### src/design/seven_segment_frame_formatter_unit_assert.svh
// Assertion macros for the frame formatter modules; ssff_back includes them.
// Each macro expects signals named clk and rst_n in the including scope.
`ifndef SEVEN_SEGMENT_FRAME_FORMATTER_UNIT_ASSERT_SVH
`define SEVEN_SEGMENT_FRAME_FORMATTER_UNIT_ASSERT_SVH

// Checks that a consequence holds in the same cycle as its condition.
`define SSFF_ASSERT_NOW(label, cond, expr, msg) \
  label: assert property (@(posedge clk) disable iff (!rst_n) (cond) |-> (expr)) \
    else $error(msg);

// Checks that a consequence holds in the cycle after its condition.
`define SSFF_ASSERT_NEXT(label, cond, expr, msg) \
  label: assert property (@(posedge clk) disable iff (!rst_n) (cond) |=> (expr)) \
    else $error(msg);

`endif

### src/design/ssff_pkg.sv
// Shared types, codes and the segment table for the frame formatter.
// No dependencies; used by the front end, the queue and the serializer.
package ssff_pkg;

  // Display positions that any mode can write (positions 0 to 4).
  localparam int NUM_POS = 5;
  localparam int POS_W   = 3;

  typedef logic [7:0] seg_t;
  typedef logic [NUM_POS-1:0][7:0] seg_buf_t;

  // Request modes.
  localparam logic [1:0] FUNC_INT  = 2'd0;
  localparam logic [1:0] FUNC_HEX  = 2'd1;
  localparam logic [1:0] FUNC_TIME = 2'd2;
  localparam logic [1:0] FUNC_DATE = 2'd3;

  // Character codes: 0 to 15 are hex digit values, the rest are symbols.
  localparam logic [4:0] CH_BLANK = 5'd16;
  localparam logic [4:0] CH_MINUS = 5'd17;
  localparam logic [4:0] CH_COLON = 5'd18;

  // Segment patterns for symbols.
  localparam seg_t SEG_BLANK = 8'h00;
  localparam seg_t SEG_DOT   = 8'h80;
  localparam seg_t SEG_COLON = 8'h03;
  localparam seg_t SEG_MINUS = 8'h40;

  // Segment patterns for the hex digits 0 to F.
  localparam seg_t HEX_SEG [16] = '{
    8'h3F, 8'h06, 8'h5B, 8'h4F, 8'h66, 8'h6D, 8'h7D, 8'h07,
    8'h7F, 8'h6F, 8'h77, 8'h7C, 8'h39, 8'h5E, 8'h79, 8'h71
  };

  // Maps a character code to its segment pattern; unknown codes are blank.
  function automatic seg_t seg_of_char(input logic [4:0] c);
    seg_t s;
    if (!c[4]) begin
      s = HEX_SEG[c[3:0]];
    end else begin
      case (c)
        CH_MINUS: s = SEG_MINUS;
        CH_COLON: s = SEG_COLON;
        default:  s = SEG_BLANK;
      endcase
    end
    return s;
  endfunction

endpackage

### src/design/ssff_front.sv
// Front end: accepts requests, decodes the mode and builds the segment buffer.
// Uses ssff_pkg; integer mode runs a multi-cycle binary to BCD converter.
module ssff_front (
  input  logic               clk,
  input  logic               rst_n,
  input  logic               colon_layout,
  input  logic               in_valid,
  output logic               in_ready,
  input  logic [1:0]         in_func,
  input  logic signed [31:0] in_number,
  input  logic [7:0]         in_first_pair,
  input  logic [7:0]         in_second_pair,
  output logic               res_valid,
  input  logic               res_ready,
  output ssff_pkg::seg_buf_t res_data
);
  import ssff_pkg::*;

  // Four magnitude bits are shifted into the BCD digits per cycle.
  localparam logic [3:0] CONV_STEPS = 4'd8;

  logic        busy_r;
  logic [3:0]  cnt_r;
  logic        neg_r;
  logic [71:0] dd_r;
  logic        res_valid_r;
  seg_buf_t    res_r;

  logic        accept;
  logic [31:0] num_u;
  logic [31:0] mag;
  logic [3:0][7:0] hex_segs;
  logic [15:0] prod_a;
  logic [15:0] prod_b;
  logic [4:0]  tens_a;
  logic [4:0]  tens_b;
  logic [7:0]  rem_a;
  logic [7:0]  rem_b;
  seg_buf_t    direct_buf;

  // Places four characters, skipping position 2 when a colon digit exists.
  function automatic seg_buf_t place_four(input logic [3:0][7:0] s, input logic colon);
    seg_buf_t b;
    b = '0;
    b[0] = s[0];
    b[1] = s[1];
    if (colon) begin
      b[3] = s[2];
      b[4] = s[3];
    end else begin
      b[2] = s[2];
      b[3] = s[3];
    end
    return b;
  endfunction

  // Places two digit pairs with a colon or with dots between them.
  function automatic seg_buf_t place_pairs(input seg_t ta, input seg_t ua, input seg_t tb,
                                           input seg_t ub, input logic date,
                                           input logic colon);
    seg_buf_t b;
    b = '0;
    b[0] = ta;
    if (colon) begin
      b[1] = ua | (date ? SEG_DOT : SEG_BLANK);
      b[2] = date ? SEG_DOT : SEG_COLON;
      b[3] = tb;
      b[4] = ub;
    end else begin
      b[1] = ua | (date ? SEG_DOT : SEG_COLON);
      b[2] = tb;
      b[3] = ub;
    end
    return b;
  endfunction

  // Tens of a pair value above 99 land on a colon, a hex letter or a blank.
  function automatic logic [4:0] pair_tens_char(input logic [4:0] tens);
    logic [4:0] c;
    if (tens < 5'd10) begin
      c = tens;
    end else if (tens == 5'd10) begin
      c = CH_COLON;
    end else if (tens >= 5'd17 && tens <= 5'd22) begin
      c = tens - 5'd7;
    end else begin
      c = CH_BLANK;
    end
    return c;
  endfunction

  // One converter cycle: four add-3-and-shift steps over ten BCD digits.
  function automatic logic [71:0] dabble4(input logic [71:0] v);
    logic [71:0] t;
    t = v;
    for (int s = 0; s < 4; s++) begin
      for (int d = 0; d < 10; d++) begin
        if (t[32+4*d +: 4] >= 4'd5) begin
          t[32+4*d +: 4] = t[32+4*d +: 4] + 4'd3;
        end
      end
      t = {t[70:0], 1'b0};
    end
    return t;
  endfunction

  // Builds the right-justified four-character integer field from BCD digits.
  function automatic seg_buf_t compose_int(input logic [9:0][3:0] bcd, input logic neg,
                                           input logic colon);
    logic [3:0]      nd;
    logic [3:0]      len;
    logic [2:0]      pad;
    logic [2:0]      t;
    logic [2:0]      k;
    logic [3:0]      di;
    logic [4:0]      ch;
    logic [3:0][7:0] s;
    nd = 4'd1;
    for (int d = 0; d < 10; d++) begin
      if (bcd[d] != 4'd0) begin
        nd = 4'(d + 1);
      end
    end
    len = nd + {3'b0, neg};
    pad = (len < 4'd4) ? 3'(4'd4 - len) : 3'd0;
    for (int i = 0; i < 4; i++) begin
      t  = 3'(i) - pad;
      k  = t - {2'b0, neg};
      di = nd - 4'd1 - {1'b0, k};
      if (3'(i) < pad) begin
        ch = CH_BLANK;
      end else if (neg && t == 3'd0) begin
        ch = CH_MINUS;
      end else begin
        ch = {1'b0, bcd[di]};
      end
      s[i] = seg_of_char(ch);
    end
    return place_four(s, colon);
  endfunction

  assign accept    = in_valid && in_ready;
  assign in_ready  = !busy_r && (!res_valid_r || res_ready);
  assign res_valid = res_valid_r;
  assign res_data  = res_r;

  // Magnitude of the integer value.
  assign num_u = in_number;
  assign mag   = num_u[31] ? (32'd0 - num_u) : num_u;

  // Pair split by reciprocal multiply: v / 10 equals (v * 205) >> 11 for 8 bits.
  always_comb begin
    prod_a = {8'b0, in_first_pair} * 16'd205;
    prod_b = {8'b0, in_second_pair} * 16'd205;
    tens_a = prod_a[15:11];
    tens_b = prod_b[15:11];
    rem_a  = in_first_pair - 8'({3'b0, tens_a} * 8'd10);
    rem_b  = in_second_pair - 8'({3'b0, tens_b} * 8'd10);
  end

  // Hex digits, most significant nibble first.
  always_comb begin
    for (int i = 0; i < 4; i++) begin
      hex_segs[i] = seg_of_char({1'b0, in_number[4*(3-i) +: 4]});
    end
  end

  // Hex, time and date modes build their buffer directly.
  always_comb begin
    case (in_func)
      FUNC_HEX: direct_buf = place_four(hex_segs, colon_layout);
      FUNC_TIME: direct_buf = place_pairs(seg_of_char(pair_tens_char(tens_a)),
                                          seg_of_char({1'b0, rem_a[3:0]}),
                                          seg_of_char(pair_tens_char(tens_b)),
                                          seg_of_char({1'b0, rem_b[3:0]}),
                                          1'b0, colon_layout);
      FUNC_DATE: direct_buf = place_pairs(seg_of_char(pair_tens_char(tens_a)),
                                          seg_of_char({1'b0, rem_a[3:0]}),
                                          seg_of_char(pair_tens_char(tens_b)),
                                          seg_of_char({1'b0, rem_b[3:0]}),
                                          1'b1, colon_layout);
      default: direct_buf = '0;
    endcase
  end

  // Control: converter busy flag, step counter and result valid.
  always_ff @(posedge clk) begin
    if (!rst_n) begin
      busy_r      <= 1'b0;
      cnt_r       <= 4'd0;
      res_valid_r <= 1'b0;
    end else begin
      if (res_valid_r && res_ready) begin
        res_valid_r <= 1'b0;
      end
      if (accept) begin
        if (in_func == FUNC_INT) begin
          busy_r <= 1'b1;
          cnt_r  <= 4'd0;
        end else begin
          res_valid_r <= 1'b1;
        end
      end else if (busy_r) begin
        if (cnt_r == CONV_STEPS) begin
          busy_r      <= 1'b0;
          res_valid_r <= 1'b1;
        end else begin
          cnt_r <= cnt_r + 4'd1;
        end
      end
    end
  end

  // Datapath: converter shift register and the finished buffer.
  always_ff @(posedge clk) begin
    if (accept) begin
      neg_r <= num_u[31];
      dd_r  <= {40'b0, mag};
      if (in_func != FUNC_INT) begin
        res_r <= direct_buf;
      end
    end else if (busy_r) begin
      if (cnt_r == CONV_STEPS) begin
        res_r <= compose_int(dd_r[71:32], neg_r, colon_layout);
      end else begin
        dd_r <= dabble4(dd_r);
      end
    end
  end

endmodule

### src/design/ssff_fifo.sv
// Two-entry queue of segment buffers between the front end and the serializer.
// Uses ssff_pkg for the buffer type.
module ssff_fifo (
  input  logic               clk,
  input  logic               rst_n,
  input  logic               wr_valid,
  output logic               wr_ready,
  input  ssff_pkg::seg_buf_t wr_data,
  output logic               rd_valid,
  input  logic               rd_ready,
  output ssff_pkg::seg_buf_t rd_data
);
  import ssff_pkg::*;

  localparam logic [1:0] DEPTH = 2'd2;

  seg_buf_t   mem_r [2];
  logic       wr_ptr_r;
  logic       rd_ptr_r;
  logic [1:0] cnt_r;
  logic       push;
  logic       pop;

  assign wr_ready = (cnt_r != DEPTH);
  assign rd_valid = (cnt_r != 2'd0);
  assign rd_data  = mem_r[rd_ptr_r];
  assign push     = wr_valid && wr_ready;
  assign pop      = rd_valid && rd_ready;

  // Pointers and fill count.
  always_ff @(posedge clk) begin
    if (!rst_n) begin
      wr_ptr_r <= 1'b0;
      rd_ptr_r <= 1'b0;
      cnt_r    <= 2'd0;
    end else begin
      if (push) begin
        wr_ptr_r <= ~wr_ptr_r;
      end
      if (pop) begin
        rd_ptr_r <= ~rd_ptr_r;
      end
      if (push && !pop) begin
        cnt_r <= cnt_r + 2'd1;
      end else if (pop && !push) begin
        cnt_r <= cnt_r - 2'd1;
      end
    end
  end

  // Entry storage.
  always_ff @(posedge clk) begin
    if (push) begin
      mem_r[wr_ptr_r] <= wr_data;
    end
  end

endmodule

### src/design/ssff_back.sv
// Serializer: turns one segment buffer into the address, segment and zero bytes.
// Uses ssff_pkg and the assertion macros header.
`include "seven_segment_frame_formatter_unit_assert.svh"

module ssff_back #(
  parameter int DISPLAY_BYTES = 8
) (
  input  logic               clk,
  input  logic               rst_n,
  input  logic               q_valid,
  output logic               q_ready,
  input  ssff_pkg::seg_buf_t q_data,
  output logic               out_valid,
  input  logic               out_ready,
  output logic [7:0]         out_frame_byte,
  output logic               out_last
);
  import ssff_pkg::*;

  localparam int FRAME_LEN = 2 * DISPLAY_BYTES + 1;
  localparam int IW        = $clog2(FRAME_LEN);
  localparam logic [IW-1:0] LAST_IDX = IW'(FRAME_LEN - 1);

  logic          out_valid_r;
  logic [IW-1:0] idx_r;
  seg_buf_t      cur_r;
  logic          pos_in_range;

  assign out_valid = out_valid_r;
  assign out_last  = (idx_r == LAST_IDX);
  assign q_ready   = !out_valid_r || (out_ready && out_last);

  // Odd bytes carry segment data; only the first positions can be nonzero.
  assign pos_in_range   = (idx_r[IW-1:1] < (IW-1)'(NUM_POS));
  assign out_frame_byte = (idx_r[0] && pos_in_range) ? cur_r[idx_r[POS_W:1]] : 8'h00;

  // Frame sequencing; the next buffer is taken as the last byte leaves.
  always_ff @(posedge clk) begin
    if (!rst_n) begin
      out_valid_r <= 1'b0;
      idx_r       <= '0;
    end else begin
      if (q_ready && q_valid) begin
        out_valid_r <= 1'b1;
        idx_r       <= '0;
      end else if (out_valid_r && out_ready) begin
        if (out_last) begin
          out_valid_r <= 1'b0;
        end else begin
          idx_r <= idx_r + IW'(1);
        end
      end
    end
  end

  // Buffer being sent.
  always_ff @(posedge clk) begin
    if (q_ready && q_valid) begin
      cur_r <= q_data;
    end
  end

  // A frame runs without gaps, one byte after the other, and ends on a zero byte.
  `SSFF_ASSERT_NEXT(a_frame_no_gap, out_valid_r && out_ready && !out_last, out_valid_r,
    "frame dropped valid before its last byte")
  `SSFF_ASSERT_NEXT(a_frame_step, out_valid_r && out_ready && !out_last,
    idx_r == $past(idx_r) + IW'(1), "frame byte index did not advance by one")
  `SSFF_ASSERT_NOW(a_last_is_zero, out_valid_r && out_last, out_frame_byte == 8'h00,
    "last byte of a frame is not zero")

endmodule

### src/design/seven_segment_frame_formatter_unit.sv
// Top level of the seven-segment frame formatter.
// Depends on ssff_pkg, ssff_front, ssff_fifo and ssff_back.

// Each accepted request (integer, hex, time or date) yields one display RAM frame
// of 2*DISPLAY_BYTES+1 bytes (17 by default): an address byte 0, then each
// segment byte followed by a zero byte, with out_last on the final byte. The
// serializer sends one byte per cycle while out_ready is high and, when a buffer
// is queued, starts the next frame in the cycle after the last byte. Hex, time
// and date requests are formatted directly; integer requests pass through a
// binary to BCD converter that holds the front end, which is hidden behind the
// serializer. A two-entry queue sits between formatter and serializer, so new
// requests are taken while a frame is still being sent. A formatted buffer
// passes through the front end's result register, the queue and the serializer's
// buffer register before its first byte leaves. colon_layout is written through
// the cfg port and should be changed only while no request is in flight.
module seven_segment_frame_formatter_unit #(
  parameter int DISPLAY_BYTES = 8
) (
  input  logic               clk,
  input  logic               rst_n,
  input  logic               cfg_valid,
  output logic               cfg_ready,
  input  logic               cfg_colon_layout,
  input  logic               in_valid,
  output logic               in_ready,
  input  logic [1:0]         in_func,
  input  logic signed [31:0] in_number,
  input  logic [7:0]         in_first_pair,
  input  logic [7:0]         in_second_pair,
  output logic               out_valid,
  input  logic               out_ready,
  output logic [7:0]         out_frame_byte,
  output logic               out_last
);
  import ssff_pkg::*;

  logic     colon_layout_r;
  logic     fr_valid;
  logic     fr_ready;
  seg_buf_t fr_data;
  logic     q_valid;
  logic     q_ready;
  seg_buf_t q_data;

  assign cfg_ready = 1'b1;

  // Configuration register.
  always_ff @(posedge clk) begin
    if (!rst_n) begin
      colon_layout_r <= 1'b0;
    end else if (cfg_valid && cfg_ready) begin
      colon_layout_r <= cfg_colon_layout;
    end
  end

  // Request decode and formatting.
  ssff_front u_front (
    .clk            (clk),
    .rst_n          (rst_n),
    .colon_layout   (colon_layout_r),
    .in_valid       (in_valid),
    .in_ready       (in_ready),
    .in_func        (in_func),
    .in_number      (in_number),
    .in_first_pair  (in_first_pair),
    .in_second_pair (in_second_pair),
    .res_valid      (fr_valid),
    .res_ready      (fr_ready),
    .res_data       (fr_data)
  );

  // Queue of formatted buffers.
  ssff_fifo u_fifo (
    .clk      (clk),
    .rst_n    (rst_n),
    .wr_valid (fr_valid),
    .wr_ready (fr_ready),
    .wr_data  (fr_data),
    .rd_valid (q_valid),
    .rd_ready (q_ready),
    .rd_data  (q_data)
  );

  // Frame serializer.
  ssff_back #(
    .DISPLAY_BYTES (DISPLAY_BYTES)
  ) u_back (
    .clk            (clk),
    .rst_n          (rst_n),
    .q_valid        (q_valid),
    .q_ready        (q_ready),
    .q_data         (q_data),
    .out_valid      (out_valid),
    .out_ready      (out_ready),
    .out_frame_byte (out_frame_byte),
    .out_last       (out_last)
  );

endmodule

### config.mk
export PLATFORM = sky130hd
export DESIGN_NAME = seven_segment_frame_formatter_unit
export DESIGN_NICKNAME = d
export VERILOG_FILES = /design/src/design/ssff_pkg.sv /design/src/design/ssff_front.sv /design/src/design/ssff_fifo.sv /design/src/design/ssff_back.sv /design/src/design/seven_segment_frame_formatter_unit.sv
export VERILOG_INCLUDE_DIRS = /design/src /design/src/design
export SDC_FILE = /design/constraint.sdc
export NUM_CORES = 1
export LEC_CHECK = 0
export ABC_AREA = 0
export BUFFER_PORTS_ARGS = -buffer_cell sky130_fd_sc_hd__buf_2
export CAP_MARGIN = 40
export CORE_UTILIZATION = 58
export DETAILED_ROUTE_END_ITERATION = 7
export HOLD_SLACK_MARGIN = 0.06
export PLACE_DENSITY = 0.78
export SLEW_MARGIN = 15
export SYNTH_ARGS = -nofsm -noshare
export SYNTH_HDL_FRONTEND = slang
export SYNTH_SLANG_ARGS = --single-unit
### constraint.sdc
create_clock -name clk -period 7 [get_ports clk]
set_input_delay 0.7 -clock clk [delete_from_list [all_inputs] [get_ports clk]]
set_output_delay 0.7 -clock clk [all_outputs]
set_load 0.1 [all_outputs]
== Word-level counts from Yosys, hierarchy flattened ==
Memories as Yosys holds them, arrays and structs flattened. A register that Yosys moved wholly into a read port is not among the register bits.
Index checks and enable logic that the tools add are counted.
Cells by class
  add/subtract/negate cells: 64
  multiply operators: 4
  div/mod/pow operators: 0
  order comparisons: 71
  equal/unequal tests: 27
  shift-type cells: 0
  muxes and demuxes: 266
  bitwise gates (word level): 19
  reductions and logical operators: 50
Operators with widths (number)
  $mux 4: 131
  $mux 8: 45
  $ge 4x3->1 const B: 40
  $mux 40: 4
  $mux 5: 30
  $add 4x2->4 const B: 36
  $mux 32: 4
  $pmux 40 s3: 1
  $pmux 7 s2: 8
  $eq 5x5->1 const B: 17
  $ge 5x5->1 const B: 16
  $not 4->5: 14
  $bmux 4 s4: 4
  $mux 3: 18
  $mux 24: 2
  $reduce_bool 4->1: 9
  $mul 8x8->16 const B: 2
  $sub 1x32->32 const A: 1
  $bmux 8 s3: 1
  $lt 4x5->1 const B: 4
  $sub 4x3->4: 4
  $logic_and 1x1->1: 15
  $mux 1: 14
  $reduce_bool 2->1: 7
  35 further kinds: 74
Storage, ports and cells
  register bits: 130
  bits in latches: 0
  memory bits (writable): 80
  ROM bits: 1792
  input port bits: 56
  output and inout bits: 12
  word-level logic and storage cells: 533
  memories: 15
Memories
  (name not given): depth 16, bits a word 8, rd ports 1, clocked after Yosys merged registers in 0, wr ports 0, line ssff_pkg.sv:39  | s = HEX_SEG[c[3:0]];
  (name not given): depth 16, bits a word 8, rd ports 1, clocked after Yosys merged registers in 0, wr ports 0, line ssff_pkg.sv:39
  (name not given): depth 16, bits a word 8, rd ports 1, clocked after Yosys merged registers in 0, wr ports 0, line ssff_pkg.sv:39
  (name not given): depth 16, bits a word 8, rd ports 1, clocked after Yosys merged registers in 0, wr ports 0, line ssff_pkg.sv:39
  (name not given): depth 16, bits a word 8, rd ports 1, clocked after Yosys merged registers in 0, wr ports 0, line ssff_pkg.sv:39
  (name not given): depth 16, bits a word 8, rd ports 1, clocked after Yosys merged registers in 0, wr ports 0, line ssff_pkg.sv:39
  9 more memories

== Logic depth before layout (Yosys ltp) ==
  depth in word-level cells: 35
  gate-level depth with buffers: 34
  depth with buffers taken out: 34

== Hierarchy ==
Synthesis repeated with hierarchy kept, for this count alone.
Unflattened totals
  cell total of the unflattened synthesis: 2342
  area total of the unflattened synthesis: 22869.4 um2
Modules (own cells, without submodules)
  ssff_front: instances 1, cells each 2082, area each 17837.1 um2, sequential area each 3022.9 um2
  ssff_fifo: instances 1, cells each 148, area each 3115.5 um2, sequential area each 2502.4 um2
  ssff_back: instances 1, cells each 107, area each 1869.3 um2, sequential area each 1321.3 um2
  seven_segment_frame_formatter_unit: instances 1, cells each 5, area each 47.5 um2, sequential area each 20.0 um2

== Worst setup path before layout ==
Ideal clock, no wire load.
  kind: register to register
  from: reg u_front.dd_r[52]
  to: reg u_front.res_r, in the netlist u_front.res_data[25], data pin
  setup time: 0.259 ns
  arrival: 6.643 ns
  required time: 6.741 ns
  slack: 0.099 ns
  stages on the path, launching flop included: 30
  path buffers: 1
  period minus slack after synthesis: 6.901 ns
  cell sequence: dfxtp_1 inv_1 ha_1 or3b_2 a21oi_1 nor2_1 o21ba_2 nand2b_1 inv_1 ha_1 ha_1 and3_2 o21a_1 nand2_1 ha_1 ha_1 inv_1 fa_1 xor2_1 buf_2 mux4_2 a21oi_1 o21ai_0 o22ai_1 ha_1 or3_1 o21a_1 a211oi_2 o22ai_1 a211o_1
On the way
  cells in the longest elaborated chain, start to end: 31
  elaborated cells on any way between the ends: 60
  those cells by class: add/sub: 9; order compare: 3; eq/ne: 4; mux: 35; bitwise: 2; reduce/logical: 5; memory: 2
RTL lines
  start: declaration: line ssff_front.sv:25  | logic [71:0] dd_r;
  start signal: assignment: line ssff_front.sv:218  | dd_r <= {40'b0, mag};
  start signal: assignment: line ssff_front.sv:226  | dd_r <= dabble4(dd_r);
  $reduce_bool 4->1: line ssff_front.sv:120  | if (bcd[d] != 4'd0) begin
  $mux 3 (2 in series): line ssff_front.sv:120
  $mux 4 (3 in series): line ssff_front.sv:120
  $mux 4: line ssff_front.sv:223  | if (cnt_r == CONV_STEPS) begin
  $mux 4: line ssff_front.sv:222  | end else if (busy_r) begin
  $mux 4: line ssff_front.sv:216  | if (accept) begin
  $add 4x1->4: line ssff_front.sv:124  | len = nd + {3'b0, neg};
  $lt 4x3->1 / $sub 3x3->3 (equally long branches): line ssff_front.sv:125  | pad = (len < 4'd4) ? 3'(4'd4 - len) : 3'd0;
  (+11 left out)
  $not 4->5 (not written as such): line ssff_pkg.sv:39
  $mem_v2 16x8
  $mux 8 (not written as such) (2 in series): line ssff_pkg.sv:39
  $mux 8: line ssff_pkg.sv:38  | if (!c[4]) begin
  $mux 8 *: line ssff_front.sv:47  | if (colon) begin
  $mux 40 *: line ssff_front.sv:223
  $mux 40 *: line ssff_front.sv:222
  $mux 40 *: line ssff_front.sv:216
  end signal: assignment: line ssff_front.sv:220  | res_r <= direct_buf;
  end signal: assignment: line ssff_front.sv:224  | res_r <= compose_int(dd_r[71:32], neg_r, colon_layout);
  end: declaration: line ssff_front.sv:27  | seg_buf_t res_r;
Mark *: on every way between the ends. The rest lies on a longest branch, timed or not. The select of a mux whose other input is x is not followed.
A chain may end at the register's enable or synchronous reset.

== Worst setup path after layout ==
  from: reg u_front.dd_r[60]
  to: reg u_front.res_r, in the netlist u_front.res_data[25], data pin
On the way
  cells in the longest elaborated chain, start to end: 29
  elaborated cells on any way between the ends: 58
  those cells by class: add/sub: 9; order compare: 3; eq/ne: 4; mux: 33; bitwise: 2; reduce/logical: 5; memory: 2
RTL lines (line)
  $reduce_bool 4->1: ssff_front.sv:120
  $mux 4 (3 in series): ssff_front.sv:120
  $mux 4: ssff_front.sv:223
  $mux 4: ssff_front.sv:222
  $mux 4: ssff_front.sv:216
  $add 4x1->4: ssff_front.sv:124
  $lt 4x3->1 / $sub 3x3->3 (equally long branches): ssff_front.sv:125
  $mux 3: ssff_front.sv:125
  (+10 left out)
  $not 4->5 (not written as such): ssff_pkg.sv:39
  $mem_v2 16x8
  $mux 8 (not written as such) (2 in series): ssff_pkg.sv:39
  $mux 8: ssff_pkg.sv:38
  $mux 8 *: ssff_front.sv:47
  $mux 40 *: ssff_front.sv:223
  $mux 40 *: ssff_front.sv:222
  $mux 40 *: ssff_front.sv:216
Marked as above.

==> metrics <==
status=completed; routed wl met2=26700 um; Slew Viols, Final=0; Worst-Skew Late Latency=0.54 ns; crit-path max FO=7; Mapped Nets=between 2k and 3k; Synth area leader=edfxtp_1; Post-Route M1 WL=23000 um; Yosys top cell area share=24.1%; TritonCTS buffer count=26; XOR/XNOR share of the synthesized area=approximately 5.3%; Post-Syn Instances=2361; largest family of logic cells by synthesized area=adder cells; Initial DRC Count=1429; vias in the first global route=17.6k; crit path DAT=7.04 ns; sequential share of the synthesized area=between 20% and 30%; clk_skew=0.00955 ns; initial core utilization=59.4%; endpoints failing setup=0; crit path from=u_front.dd_r[60]$_SDFFE_PP0P_; largest net degree at the start of global routing=just over 80; Compound-Gate Fraction of Synth Area=around 16%; clock buffer depth=3; Area contributors post-synth=edfxtp_1, ha_1, dfxtp_1; die area=39600 sq um; multiplexer share of the synthesized area=between 10% and 20%; flop2flop setup slack=0.25 ns; simple-gate share of the synthesized area=approximately 14%; Mean Syn Cell Area=9.54 sq um; FFs w/ async S/R, synth=0%; H-tree lvl count=1; total core area=37900 sq um; RSZ-0062 raised after global routing=false; Hold Startpoint=u_front.res_data[23]$_SDFFCE_PN0P_; Final #Nets=2769; Hold Path Class=reg -> reg; Post-route DRC=0; DRT Pass-1 Iters=5; gr usage total=27.5%; Routed WL=54400 um; register area=roughly 6600 sq um; FF-to-FF Start=u_front.dd_r[60]$_SDFFE_PP0P_; crit start category=flip-flop; first-pass GRT wire length=87700 um; CP max-delay cell=mux4_2; WHS Path Cells=0; Die Y=199 um; IO Pins=a little under 70; Ys Warns=0; peak per-stage delay on the critical path=0.52 ns; Max Cap Viol=0; Final ANT Viol Nets=0; Slew headroom=slightly below 50%; top_reg_cell synth=edfxtp_1; Clock transition at path regs=0.06 ns; Synth Cell Area=around 23000 sq um; Layout area overhead=9.08%; FF+latch count, synth=238; detailed-placement wirelength estimate=42600 um; area of the multi-input gates=~15000 sq um; Worst-Margin Slew=0.756 ns; most numerous cell on the critical path=ha_1; Req. time, crit path=7.30 ns; Vias=approximately 18k; Wirelength per Cell=18.5 um; Unique masters post-synth=~120; # diodes=0; DR WL met3=2740 um; vias per cell=a little over 6; minimum clock period=~6.7 ns; kind of critical path=reg -> reg; uppermost routed layer=met4; antenna violations before repair=0; Final TNS setup=0 ns; CTS tree=done; final hold viol count=0; Fill cells=3055; share of cells above drive strength 1=15.1%; PortBufs=66; Final period util=96.4%; R2R depth=29; num rows=71; Crit. End Element=flip-flop; adder-cell share of the synthesized area=17.2%; clock root buffer=clkbuf_16; RR Endpoint=u_front.res_data[25]$_DFFE_PP_; Die Width=199 um; clock sink count=238; Hold EP=u_fifo.mem_r[1][23]$_DFFE_PP_; fmax=0.148 GHz; Placer Congestion=0.946; Post-synth EDFFs=between 150 and 200; GRT overflow=0
layout by cell type, fill, tap and decap left out, types with 39 or more instances in the layout:
| master | netlist | final |
|---|---|---|
| nor2b_1 | 51 | 51 |
| o21ai_0 | 125 | 124 |
| mux2i_1 | 113 | 113 |
| nand2b_1 | 41 | 41 |
| mux2_2 | 65 | 65 |
| nor2_1 | 140 | 138 |
| xnor2_1 | 68 | 67 |
| buf_4 | 2 | 53 |
| nand2_1 | 188 | 187 |
| edfxtp_1 | 181 | 181 |
| dfxtp_1 | 57 | 56 |
| buf_2 | 25 | 66 |
| a21oi_1 | 139 | 137 |
| ha_1 | 269 | 262 |
| mux4_2 | 39 | 39 |
| inv_1 | 202 | 197 |
through the flow:
stage               worst slack, ns  instance area [sq um]  util (%)  hold slack, ns  cells
detailed placement           0.0190                  23500      62.1           0.430   2897
floorplan                    0.0986                  22500         -           0.418   2361
global route                0.00626                  24600      64.8           0.459   2949
global placement              0.164                  23500      61.9           0.425   2894
CTS                          0.0225                  24500      64.5           0.443   2945
finish                        0.254                  24600      64.8           0.444   2949
state kept, by name (all words and copies together), names as in the netlist, 2 cells and up:
name / count
u_front.dd_r: 72
u_front.res_data: 37
u_fifo.cnt_r: 2
u_fifo.mem_r: 74
u_back.cur_r: 37
u_front.cnt_r: 4
u_back.idx_r: 5
cell usage after synthesis (39+ instances only):
master    count
mux4_2       39
nand2b_1     41
xnor2_1      68
clkbuf_1     56
nor2b_1      51
inv_1       202
mux2_2       65
nor2_1      140
dfxtp_1      57
a21oi_1     139
ha_1        269
nand2_1     188
edfxtp_1    181
o21ai_0     125
mux2i_1     113
metal layers:
metal	track usage (%)	vias to the layer above
li1	-	8672
met1	34.8	8596
met2	48.5	548
met3	2.85	127
met4	10.2	0
met5	0	-
area by class of cell:
cell class / count / share of cell area, %
Clock buffer: 34 / 2.92
Clock inverter: 14 / 0.779
Inverter: 202 / 3.09
Multi-Input combinational cell: 1827 / 60.6
Sequential cell: 238 / 26.8
Tap cell: 511 / 2.60
Timing Repair Buffer: 123 / 3.28
kinds of logic (layout without fill, tap and decap cells):
group | Yosys count | count (layout)
simple gates | 631 | 631
compound gates | 558 | 558
buf+inv | 296 | 373
fa+ha+maj | 295 | 295
flops | 238 | 238
mux | 224 | 224
xor+xnor | 118 | 118
other cells | 1 | 1
worst max path at each step:
stage,endpoint,slack (ns),cells after the start
4_1_cts,u_front.res_data[25]$_DFFE_PP_,0.02,31
5_1_grt,u_front.res_data[25]$_DFFE_PP_,0.006,31
3_3_place_gp,u_front.res_data[25]$_DFFE_PP_,0.16,30
2_1_floorplan,u_front.res_data[25]$_DFFE_PP_,0.1,29
6_report,u_front.res_data[25]$_DFFE_PP_,0.25,29
3_5_place_dp,u_front.res_data[25]$_DFFE_PP_,0.02,30
critical path: cells and delay by family, from the launching register on:
kind	cells	cell delay, ns
AO/OA/AOI/OAI	9	1.69
multiplexers	1	0.52
AND/OR/NAND/NOR	6	1.52
flip-flops	1	0.39
XOR/XNOR	3	0.49
adder cells (fa/ha/maj)	5	1.28
buffers and inverters	5	0.60
timing repair:
action	4_1_cts	5_1_grt
setup endpoints to repair	1	26
buffers inserted	0	4
gates resized for setup	1	27
pin swaps	0	3
hold buffers	0	0
cloned	0	0
Power is left out: the tool's default activity adds up to more than one toggle a clock period on the data nets, which glitch-free logic cannot reach.
